==> src/etw_pkg.sv <==
package etw_pkg;

   // item and register widths
   localparam int VALUE_WIDTH = 16;
   localparam int TIME_WIDTH  = 16;
   localparam int CURVE_WIDTH = 2;
   localparam int INDEX_WIDTH = 2;

   // q8 progress and weight
   localparam int FRAC_BITS    = 8;
   localparam int EASE_WIDTH   = FRAC_BITS + 1;
   localparam int ELAPSED_WIDTH = TIME_WIDTH + 1;

   // shared multiplier operands and product
   localparam int DIFF_WIDTH = VALUE_WIDTH + 1;
   localparam int MUL_B_WIDTH = EASE_WIDTH + 1;
   localparam int PROD_WIDTH = DIFF_WIDTH + MUL_B_WIDTH;

   // stream payload widths, padded to whole bytes
   localparam int REQ_DATA_WIDTH = ((TIME_WIDTH + 7) / 8) * 8;
   localparam int RSP_BITS       = VALUE_WIDTH + 2;
   localparam int RSP_DATA_WIDTH = ((RSP_BITS + 7) / 8) * 8;

   localparam logic [EASE_WIDTH-1:0] EASE_ONE = EASE_WIDTH'(1 << FRAC_BITS);

   // request kinds
   localparam logic REQ_TICK    = 1'b0;
   localparam logic REQ_RESTART = 1'b1;

   // curve codes
   localparam logic [CURVE_WIDTH-1:0] CURVE_LINEAR   = 2'd0;
   localparam logic [CURVE_WIDTH-1:0] CURVE_EASE_IN  = 2'd1;
   localparam logic [CURVE_WIDTH-1:0] CURVE_EASE_OUT = 2'd2;
   localparam logic [CURVE_WIDTH-1:0] CURVE_IN_OUT   = 2'd3;

   // register indexes
   localparam logic [INDEX_WIDTH-1:0] REG_START    = 2'd0;
   localparam logic [INDEX_WIDTH-1:0] REG_END      = 2'd1;
   localparam logic [INDEX_WIDTH-1:0] REG_DURATION = 2'd2;
   localparam logic [INDEX_WIDTH-1:0] REG_CURVE    = 2'd3;

   typedef logic [TIME_WIDTH-1:0]        time_type;
   typedef logic [FRAC_BITS-1:0]         progress_type;
   typedef logic signed [DIFF_WIDTH-1:0] diff_type;
   typedef logic signed [MUL_B_WIDTH-1:0] mul_b_type;
   typedef logic signed [PROD_WIDTH-1:0] prod_type;

   // divider handshake with the sequencer
   typedef struct packed {
      logic     start;
      time_type num;
      time_type den;
   } div_req_type;

   typedef struct packed {
      logic         done;
      progress_type quot;
   } div_rsp_type;

endpackage

==> src/etw_div.sv <==
module etw_div
   import etw_pkg::*;
(
   input  logic        clock,
   input  logic        reset,
   input  div_req_type div_req,
   output div_rsp_type div_rsp
);

   // restoring divider, one quotient bit per cycle; num < den holds on start
   logic [TIME_WIDTH-1:0]  rem_ff, rem_in;
   logic [TIME_WIDTH-1:0]  den_ff, den_in;
   progress_type           quot_ff, quot_in;
   logic [2:0]             cnt_ff, cnt_in;
   logic                   busy_ff, busy_in;
   logic                   done_ff, done_in;
   logic [TIME_WIDTH:0]    shifted;
   logic [TIME_WIDTH+1:0]  trial;

   always_comb begin
      shifted = {rem_ff, 1'b0};
      trial   = {1'b0, shifted} - {2'b00, den_ff};
      rem_in  = rem_ff;
      den_in  = den_ff;
      quot_in = quot_ff;
      cnt_in  = cnt_ff;
      busy_in = busy_ff;
      done_in = 1'b0;
      if (div_req.start) begin
         rem_in  = div_req.num;
         den_in  = div_req.den;
         quot_in = '0;
         cnt_in  = '0;
         busy_in = 1'b1;
      end else if (busy_ff) begin
         if (!trial[TIME_WIDTH+1]) begin
            rem_in  = trial[TIME_WIDTH-1:0];
            quot_in = {quot_ff[FRAC_BITS-2:0], 1'b1};
         end else begin
            rem_in  = shifted[TIME_WIDTH-1:0];
            quot_in = {quot_ff[FRAC_BITS-2:0], 1'b0};
         end
         cnt_in = cnt_ff + 3'd1;
         if (cnt_ff == 3'(FRAC_BITS - 1)) begin
            busy_in = 1'b0;
            done_in = 1'b1;
         end
      end
   end

   always_ff @(posedge clock) begin
      if (reset) begin
         busy_ff <= 1'b0;
         done_ff <= 1'b0;
         cnt_ff  <= '0;
      end else begin
         busy_ff <= busy_in;
         done_ff <= done_in;
         cnt_ff  <= cnt_in;
      end
      rem_ff  <= rem_in;
      den_ff  <= den_in;
      quot_ff <= quot_in;
   end

   assign div_rsp.done = done_ff;
   assign div_rsp.quot = quot_ff;

endmodule

==> src/etw_mul.sv <==
module etw_mul
   import etw_pkg::*;
(
   input  logic      clock,
   input  diff_type  mul_a,
   input  mul_b_type mul_b,
   output prod_type  product
);

   // shared signed multiplier, product registered
   prod_type product_ff, product_in;

   always_comb begin
      product_in = PROD_WIDTH'(mul_a) * PROD_WIDTH'(mul_b);
   end

   always_ff @(posedge clock) begin
      product_ff <= product_in;
   end

   assign product = product_ff;

endmodule

==> src/eased_tween_interpolator_core.sv <==
// timed value interpolator: restart (tuser 1) loads start_value and arms a run; tick (tuser 0)
// adds its delta time to elapsed time and produces the eased value between start_value and
// end_value, or end_value with finished set once elapsed time reaches the programmed duration.
// every request transaction yields exactly one response transaction with value, active and
// finished. for a restart, a tick while idle and a finishing tick, the sequencer goes from
// idle straight to the done state. an ongoing tick runs the 8-step serial divider for the q8
// progress and then one pass (linear) or two passes (eased curves) through the single shared
// multiplier on the way to the done state, which loads the output register.
// req_tready drops while an item is worked on and comes back on the edge that loads the
// response, and stays low while the result waits for a full output register. the response
// sits in an output register, so the next request is taken while it waits. configuration
// registers are written through csr_we/csr_index/csr_wdata and must change only when idle
module eased_tween_interpolator_core
   import etw_pkg::*;
(
   input  logic                      clock,
   input  logic                      reset,
   // request: tdata = delta[15:0], tuser = req_type[0]
   input  logic                      req_tvalid,
   output logic                      req_tready,
   input  logic [REQ_DATA_WIDTH-1:0] req_tdata,
   input  logic [0:0]                req_tuser,
   // response: tdata = value[15:0], active[16], finished[17], zero pad[23:18]
   output logic                      rsp_tvalid,
   input  logic                      rsp_tready,
   output logic [RSP_DATA_WIDTH-1:0] rsp_tdata,
   // configuration write port
   input  logic                      csr_we,
   input  logic [INDEX_WIDTH-1:0]    csr_index,
   input  logic [VALUE_WIDTH-1:0]    csr_wdata
);

   // sequencer states
   localparam logic [2:0] ST_IDLE = 3'd0;
   localparam logic [2:0] ST_DIV  = 3'd1;  // serial divide for progress
   localparam logic [2:0] ST_SQR  = 3'd2;  // square product for the curve
   localparam logic [2:0] ST_SCL  = 3'd3;  // scale product for the value
   localparam logic [2:0] ST_DONE = 3'd4;  // hand the result to the output register

   // configuration registers
   logic signed [VALUE_WIDTH-1:0] start_ff, start_in;
   logic signed [VALUE_WIDTH-1:0] end_ff, end_in;
   time_type                      dur_ff, dur_in;
   logic [CURVE_WIDTH-1:0]        curve_ff, curve_in;

   // animation state
   logic [2:0]                    state_ff, state_in;
   logic [ELAPSED_WIDTH-1:0]      elapsed_ff, elapsed_in;
   logic signed [VALUE_WIDTH-1:0] value_ff, value_in;
   logic                          running_ff, running_in;
   logic                          done_ff, done_in;
   progress_type                  prog_ff, prog_in;

   // output register
   logic                          rsp_valid_ff, rsp_valid_in;
   logic [RSP_DATA_WIDTH-1:0]     rsp_data_ff, rsp_data_in;

   // shared units
   div_req_type                   div_req;
   div_rsp_type                   div_rsp;
   diff_type                      mul_a;
   mul_b_type                     mul_b;
   prod_type                      product;

   // datapath helpers
   logic                          accept;
   logic                          req_kind;
   time_type                      delta;
   logic [ELAPSED_WIDTH-1:0]      elapsed_sum;
   diff_type                      span;
   logic [EASE_WIDTH-1:0]         sq_opd;
   logic [EASE_WIDTH-1:0]         sq_shift;
   logic [EASE_WIDTH-1:0]         weight;
   logic                          rising;
   prod_type                      prod_adj;
   prod_type                      prod_scaled;
   diff_type                      value_sum;

   assign req_kind    = req_tuser[0];
   assign delta       = req_tdata[TIME_WIDTH-1:0];
   assign req_tready  = (state_ff == ST_IDLE);
   assign accept      = req_tvalid && req_tready;
   assign elapsed_sum = elapsed_ff + {1'b0, delta};
   assign span        = {end_ff[VALUE_WIDTH-1], end_ff} - {start_ff[VALUE_WIDTH-1], start_ff};

   always_comb begin
      // operand to square: p for ease-in and the lower half of in-out, 256-p otherwise
      if (curve_ff == CURVE_EASE_IN
          || (curve_ff == CURVE_IN_OUT && !div_rsp.quot[FRAC_BITS-1])) begin
         sq_opd = {1'b0, div_rsp.quot};
      end else begin
         sq_opd = EASE_ONE - {1'b0, div_rsp.quot};
      end

      // in-out squares half the distance, so divide by 128 instead of 256
      if (curve_ff == CURVE_IN_OUT) begin
         sq_shift = product[FRAC_BITS+EASE_WIDTH-2:FRAC_BITS-1];
      end else begin
         sq_shift = product[FRAC_BITS+EASE_WIDTH-1:FRAC_BITS];
      end
      rising = (curve_ff == CURVE_EASE_IN)
               || (curve_ff == CURVE_IN_OUT && !prog_ff[FRAC_BITS-1]);
      weight = rising ? sq_shift : (EASE_ONE - sq_shift);

      // signed divide by 256 that truncates toward zero
      prod_adj    = product + {{(PROD_WIDTH-FRAC_BITS){1'b0}},
                               {FRAC_BITS{product[PROD_WIDTH-1]}}};
      prod_scaled = prod_adj >>> FRAC_BITS;
      value_sum   = DIFF_WIDTH'(start_ff) + prod_scaled[DIFF_WIDTH-1:0];
   end

   always_comb begin
      start_in     = start_ff;
      end_in       = end_ff;
      dur_in       = dur_ff;
      curve_in     = curve_ff;
      state_in     = state_ff;
      elapsed_in   = elapsed_ff;
      value_in     = value_ff;
      running_in   = running_ff;
      done_in      = done_ff;
      prog_in      = prog_ff;
      rsp_valid_in = rsp_valid_ff;
      rsp_data_in  = rsp_data_ff;
      div_req.start = 1'b0;
      div_req.num   = elapsed_sum[TIME_WIDTH-1:0];
      div_req.den   = dur_ff;
      mul_a         = span;
      mul_b         = '0;

      if (csr_we) begin
         case (csr_index)
            REG_START:    start_in = csr_wdata;
            REG_END:      end_in = csr_wdata;
            REG_DURATION: dur_in = csr_wdata[TIME_WIDTH-1:0];
            REG_CURVE:    curve_in = csr_wdata[CURVE_WIDTH-1:0];
            default:      ;
         endcase
      end

      // response transaction completes
      if (rsp_valid_ff && rsp_tready) begin
         rsp_valid_in = 1'b0;
      end

      case (state_ff)
         ST_IDLE: begin
            if (accept) begin
               state_in = ST_DONE;
               if (req_kind == REQ_RESTART) begin
                  elapsed_in = '0;
                  value_in   = start_ff;
                  running_in = 1'b1;
                  done_in    = 1'b0;
               end else if (running_ff) begin
                  elapsed_in = elapsed_sum;
                  // also covers a zero duration
                  if (elapsed_sum >= {1'b0, dur_ff}) begin
                     value_in   = end_ff;
                     running_in = 1'b0;
                     done_in    = 1'b1;
                  end else begin
                     div_req.start = 1'b1;
                     state_in      = ST_DIV;
                  end
               end
            end
         end
         ST_DIV: begin
            if (div_rsp.done) begin
               prog_in = div_rsp.quot;
               if (curve_ff == CURVE_LINEAR) begin
                  mul_b    = {{(MUL_B_WIDTH-FRAC_BITS){1'b0}}, div_rsp.quot};
                  state_in = ST_SCL;
               end else begin
                  mul_a    = {{(DIFF_WIDTH-EASE_WIDTH){1'b0}}, sq_opd};
                  mul_b    = {1'b0, sq_opd};
                  state_in = ST_SQR;
               end
            end
         end
         ST_SQR: begin
            mul_b    = {1'b0, weight};
            state_in = ST_SCL;
         end
         ST_SCL: begin
            value_in = value_sum[VALUE_WIDTH-1:0];
            state_in = ST_DONE;
         end
         ST_DONE: begin
            if (!rsp_valid_ff || rsp_tready) begin
               rsp_valid_in = 1'b1;
               rsp_data_in  = {{(RSP_DATA_WIDTH-RSP_BITS){1'b0}}, done_ff, running_ff, value_ff};
               state_in     = ST_IDLE;
            end
         end
         default: begin
            state_in = ST_IDLE;
         end
      endcase
   end

   always_ff @(posedge clock) begin
      if (reset) begin
         start_ff     <= '0;
         end_ff       <= '0;
         dur_ff       <= '0;
         curve_ff     <= CURVE_LINEAR;
         state_ff     <= ST_IDLE;
         elapsed_ff   <= '0;
         value_ff     <= '0;
         running_ff   <= 1'b0;
         done_ff      <= 1'b0;
         rsp_valid_ff <= 1'b0;
      end else begin
         start_ff     <= start_in;
         end_ff       <= end_in;
         dur_ff       <= dur_in;
         curve_ff     <= curve_in;
         state_ff     <= state_in;
         elapsed_ff   <= elapsed_in;
         value_ff     <= value_in;
         running_ff   <= running_in;
         done_ff      <= done_in;
         rsp_valid_ff <= rsp_valid_in;
      end
      prog_ff     <= prog_in;
      rsp_data_ff <= rsp_data_in;
   end

   // serial progress divider
   etw_div u_div (
      .clock   (clock),
      .reset   (reset),
      .div_req (div_req),
      .div_rsp (div_rsp)
   );

   // multiplier shared by curve square and value scaling
   etw_mul u_mul (
      .clock   (clock),
      .mul_a   (mul_a),
      .mul_b   (mul_b),
      .product (product)
   );

   assign rsp_tvalid = rsp_valid_ff;
   assign rsp_tdata  = rsp_data_ff;

endmodule

==> config.mk <==
export PLATFORM = sky130hd
export DESIGN_NAME = eased_tween_interpolator_core
export DESIGN_NICKNAME = d
export VERILOG_FILES = /design/src/etw_pkg.sv /design/src/etw_div.sv /design/src/etw_mul.sv /design/src/eased_tween_interpolator_core.sv
export SDC_FILE = /design/constraint.sdc
export NUM_CORES = 1
export LEC_CHECK = 0
export BUFFER_PORTS_ARGS = -buffer_cell sky130_fd_sc_hd__buf_2
export CAP_MARGIN = 20
export CORE_MARGIN = 1
export CORE_UTILIZATION = 60
export DETAILED_ROUTE_END_ITERATION = 7
export PLACE_DENSITY = 0.78
export SKIP_CTS_REPAIR_TIMING = 1
export SYNTH_ARGS = -nofsm -noshare
export SYNTH_HDL_FRONTEND = slang
export SYNTH_SLANG_ARGS = --single-unit
==> constraint.sdc <==
create_clock -name clock -period 19.1 [get_ports clock]
set_clock_uncertainty 0.05 [all_clocks]
set_input_delay 0.955 -clock clock [delete_from_list [all_inputs] [get_ports clock]]
set_output_delay 0.955 -clock clock [all_outputs]
set_load 0.05 [all_outputs]
Yosys cells after proc, flatten, opt, wreduce, memory -nomap -nowiden
Index checks and enable logic that the tools add are counted.
Storage, ports and cells
  bits in writable memories: 0
  memories kept: 0
  input port bits: 40
  word-level logic and storage cells: 119
  bits in read-only memories: 0
  register bits: 187
  output and inout bits: 26
  bits in latches: 0
Cells by class
  bitwise operators: 1
  equality and inequality tests: 15
  mux-type cells: 44
  add/sub/neg operators: 8
  multiply operators: 1
  shifts and indexed selects: 0
  div/mod/pow operators: 0
  reduce and logical (&&, ||, !) cells: 30
  $lt $le $gt $ge: 1
Operators with widths (count)
  two-way mux 16 bit: 7
  two-way mux 17 bit: 5
  two-way mux 9 bit: 5
  case mux 16 bit (2 select lines): 1
  multiplier 17 x 10 -> 27 bit: 1
  adder 24 x 8 -> 24 bit: 1
  two-way mux 1 bit: 18
  two-way mux 3 bit: 6
  case mux 9 bit (2 select lines): 1
  subtractor 17 x 16 -> 18 bit: 1
  adder 17 x 16 -> 17 bit: 1
  >= comparator 17 x 16 -> 1 bit: 1
  subtractor 16 x 16 -> 17 bit: 1
  adder 16 bit: 1
  case mux 3 bit (5 select lines): 1
  AND reduction 2 bit: 7
  subtractor 9 x 8 -> 9 bit (first input constant): 1
  subtractor 9 bit (first input constant): 1
  AND reduction 4 bit: 2
  nonzero test 2 bit: 4
  equality test 2 bit (second input constant): 3
  equality test 3 x 2 -> 1 bit (second input constant): 2
  equality test 3 bit (second input constant): 2
  inequality test 3 x 1 -> 1 bit (second input constant): 2
  14 further kinds: 25

Logic depth before layout (Yosys ltp)
  depth in word-level cells: 8
  gate-level depth with buffers: 31
  mapped depth without buffers: 29

By module
Synthesis repeated with hierarchy kept, for this count alone.
Unflattened totals
  cells, all modules: 2026
  area total of the unflattened synthesis: 17590.6 µm²
By module, submodules not included
  eased_tween_interpolator_core: times used 1, area an instance 8032.7 µm², cells each 1001
  etw_mul: times used 1, area an instance 6762.7 µm², cells each 752
  etw_div: times used 1, area an instance 2795.2 µm², cells each 273

Worst setup path before layout
OpenSTA, ideal clock, no wires.
  kind: flip-flop to flip-flop
  start point: register curve_ff[1]
  end point: register u_mul.product_ff[23], in the netlist u_mul.product[23]
  setup slack: 11.558 ns
  required time: 18.955 ns
  data arrival time: 7.396 ns
  buffers on the path: 2
  stages on the path, launching flop included: 29
  cells stage by stage: dfxtp_1 -> buf_2 -> and2_1 -> mux2i_1 -> ha_1 -> nand2b_1 -> or4_1 -> nand2_1 -> o2bb2ai_1 -> o21ai_1 -> a32oi_1 -> buf_2 -> nor2_1 -> fa_1 -> inv_1 -> fa_1 -> inv_1 -> fa_1 -> fa_1 -> inv_1 -> fa_1 -> inv_1 -> ha_1 -> or2_2 -> a2111oi_0 -> a21oi_1 -> a221oi_2 -> o21ai_0 -> o311ai_1
Between the ends
  longest elaborated chain between the ends: 8
RTL lines
  from (decl): RTL line eased_tween_interpolator_core.sv:44  | logic [CURVE_WIDTH-1:0] curve_ff, curve_in;
  from (signal assigned): RTL line eased_tween_interpolator_core.sv:219  | curve_ff <= curve_in;
  parallel branches: the longest is 7 deep, another holds subtractor 9 bit
  multiplier 17 x 10 -> 27 bit (*): RTL line etw_mul.sv:14  | product_in = PROD_WIDTH'(mul_a) * PROD_WIDTH'(mul_b);
  via u_mul.product_in[23]: RTL line etw_mul.sv:11  | prod_type product_ff, product_in;
  to (signal assigned): RTL line etw_mul.sv:18  | product_ff <= product_in;
  to (decl): RTL line etw_mul.sv:11
Mark *: on every way through the listed nets, which the timed path passes.
A chain may end at the register's enable or synchronous reset.

Final worst setup path
  start point: register curve_ff[0]
  end point: register u_mul.product_ff[23], in the netlist u_mul.product[23]
Same word-level chain as after synthesis.

==> impl_metrics.tcl <==
set metrics [dict create \
    syn2layout_area_growth_pct 7.038 \
    startpoint "curve_ff[0]" \
    synthCells 1928 \
    synth_top_cell_by_area "fa_1" \
    die_h_um 168.3 \
    power.share.clock_pct 37.0 \
    port_buffers 59 \
    peakVddDrop_mv 0.05817 \
    p_int_mw 0.6500 \
    num_rows 60 \
    tns_ns 0 \
    rsz0062_at_grt "no" \
    clock_path_buffers 2 \
    worstSkewPairLatency_ns 0.45 \
    cp.arrival_ns 8.66 \
    cpPeakStageDelay_ns 0.71 \
    synthArstFlopShare_pct 0 \
    synth_top_area_share_pct 16.05 \
    grt_pass1_wl_um 69250 \
    synth_seq_area_share_pct 24.56 \
    drcViolationCount 0 \
    cts_tree "done" \
    swShare_pct 32.75 \
    min_period_ns 8.365 \
    setup_viol 0 \
    vias 13860 \
    post-synth-top-count-cell "inv_1" \
    power_density_nw_per_um2 54.44 \
    drive_gt1_share_pct 7.368 \
    path_clk_slew_ns 0.07 \
    routed_wl_um 42560 \
    max_freq_ghz 0.1195 \
    grt_util_all_layers_pct 30.95 \
    first_iter_violations 1134 \
    avgSynthCellArea_um2 8.603 \
    place_area_um2 17130 \
    dp_hpwl_um 33640 \
    numCtsBuffers 17 \
    coreArea_um2 27030 \
    ant_nets 0 \
    place_congestion 0.9944 \
    power.leakage_nw 8.068 \
    finalHoldViolCount 0 \
    yosys_warnings 0 \
    crit_path_max_fanout 20 \
    io_pins 66 \
    timing.rr.start "curve_ff[0]" \
    seqPwrFrac_pct 44.1 \
    fin_nets 2276 \
    path_class "flop to flop" \
    critPathCaptureType "flop" \
    rr_endpoint "u_mul.product[23]" \
    die_area_um2 28310 \
    diodes 0 \
    cts_sinks 178 \
    grt_overflow_total 0 \
    dr.pass1.iters 5 \
    fin_area_um2 17750 \
    post-route-period-util_pct 43.80 \
    switching_power_mw 0.3165 \
    dieWidth_um 168.3 \
    antenna_found_initial 0 \
    p_total_mw 0.9666 \
    viasPerCell 6.003 \
    holdWs_ns 0.3797 \
    start_kind "flop" \
    yosys.cell_types.count 89 \
    holdCritPathClass "flop to flop" \
    cts-root-buf "clkbuf_16" \
    timing.max_cap.violations 0 \
    synthTopCellsByArea "fa_1 16%, dfxtp_1 15%, ha_1 11%, edfxtp_1 9.2%, inv_1 5.3%" \
    outcome "finished clean" \
    ff2ff_path_depth 27 \
    htreeDepth 4 \
    synth.cell_area_um2 16590 \
    start_util_pct 61.37 \
    crit_path_end "u_mul.product[23]" \
    max_slew.worst_pin.slew_ns 1.144 \
    wl_per_cell_um 18.43 \
    fillCellCount 2269 \
    cpMostUsedCell "fa_1" \
    required_ns 19.40 \
    grt_max_degree 95 \
    synthFlopType "dfxtp_1" \
    slew_headroom_pct 23.05 \
    report.final.slew_viol_count 0 \
    yosys_register_bits 178 \
    rrSetupSlack_ns 10.74 \
    combinationalPowerShare_pct 18.9 \
    slowest_stage "dfxtp_1" \
    synth_edf_count 51 \
    grt_pass1_vias 13730 \
    netlist_top_cells_count "233 x inv_1, 204 x nand2_1, 179 x nor2_1" \
]
[stage by stage]
stage                     instances  setup WS [ns]  utilization [%]
after floorplan                1933          11.56                -
after global placement         2274          10.95            63.36
after detailed placement       2275          10.83            63.40
after CTS                      2307          10.80            65.62
after global routing           2309          10.23            65.69
final                          2309          10.74            65.69
[state kept, by name, summed over array words and instances, names as in the netlist, 2 cells and up]
signal	flops
u_mul.product	25
elapsed_ff	17
curve_ff	2
rsp_tdata	18
start_ff	16
value_ff	16
end_ff	16
u_div.quot_ff	8
u_div.rem_ff	16
u_div.cnt_ff	3
dur_ff	16
u_div.den_ff	16
state_ff	3
[routing by layer]
layer | global-route usage [%] | vias up | share of wire [%]
met5 | 0 | - | 0
met3 | 4.795 | 102 | 5.5
li1 | - | 6599 | -
met1 | 38.17 | 6657 | 42
met4 | 14.55 | 0 | 4.1
met2 | 53.17 | 502 | 48
[power groups by stage]
| stage | Sequential [mW] | Combinational (mW) | Clock [mW] |
|---|---|---|---|
| final | 0.426 | 0.183 | 0.358 |
| after floorplan | 0.428 | 0.129 | 0 |
| after global routing | 0.429 | 0.198 | 0.375 |
| after CTS | 0.426 | 0.179 | 0.360 |
| after detailed placement | 0.434 | 0.177 | 0 |
| after global placement | 0.433 | 0.174 | 0 |
[worst min-delay path by stage]
stage / endpoint / cells after the start / startpoint / slack [ns]
CTS: rsp_tdata[12] / 0 / value_ff[12] / 0.38
detailed placement: rsp_tdata[1] / 0 / value_ff[1] / 0.36
floorplan: rsp_tdata[0] / 0 / value_ff[0] / 0.35
finish: rsp_tdata[12] / 0 / value_ff[12] / 0.38
global route: rsp_tdata[7] / 0 / value_ff[7] / 0.40
global placement: rsp_tdata[6] / 0 / value_ff[6] / 0.36
[area by class of cell]
cell class / instances / area, µm² / share of cell area, %
sequential: 178 / 4074 / 22.95
clock inverter: 13 / 135.1 / 0.7611
inverter: 235 / 882.1 / 4.968
timing repair buffer: 80 / 462.9 / 2.607
clock buffer: 19 / 464.2 / 2.615
multi-input combinational: 1443 / 11310 / 63.70
tap: 341 / 426.7 / 2.403
[placed cells by master (no fill, tap or decap), drive strengths merged, types with 46 or more instances in the layout]
cell,n
a21oi,149
buf,79
dfxtp,127
edfxtp,51
fa,133
ha,148
inv,243
mux2i,49
nand2,204
nor2,179
nor3,46
o21ai,64
xnor2,70
[critical path, delay by kind of cell (launching register included)]
family          cells  cell delay, ns
buf+inv             5            0.48
simple gates        6            1.54
flops               1            0.71
mux                 1            0.33
compound gates      8            1.96
fa+ha+maj           7            3.18
[cell families after synthesis]
group           count (synthesis)  share of synthesized area (%)
fa+ha+maj                     281                          27.22
mux                            50                          3.047
buf+inv                       312                          7.422
compound gates                396                          15.55
other cells                     1                        0.02261
xor+xnor                       98                          5.175
flops                         178                          24.56
simple gates                  612                          17.01
No activity file was read; power rests on OpenSTA's default activity.
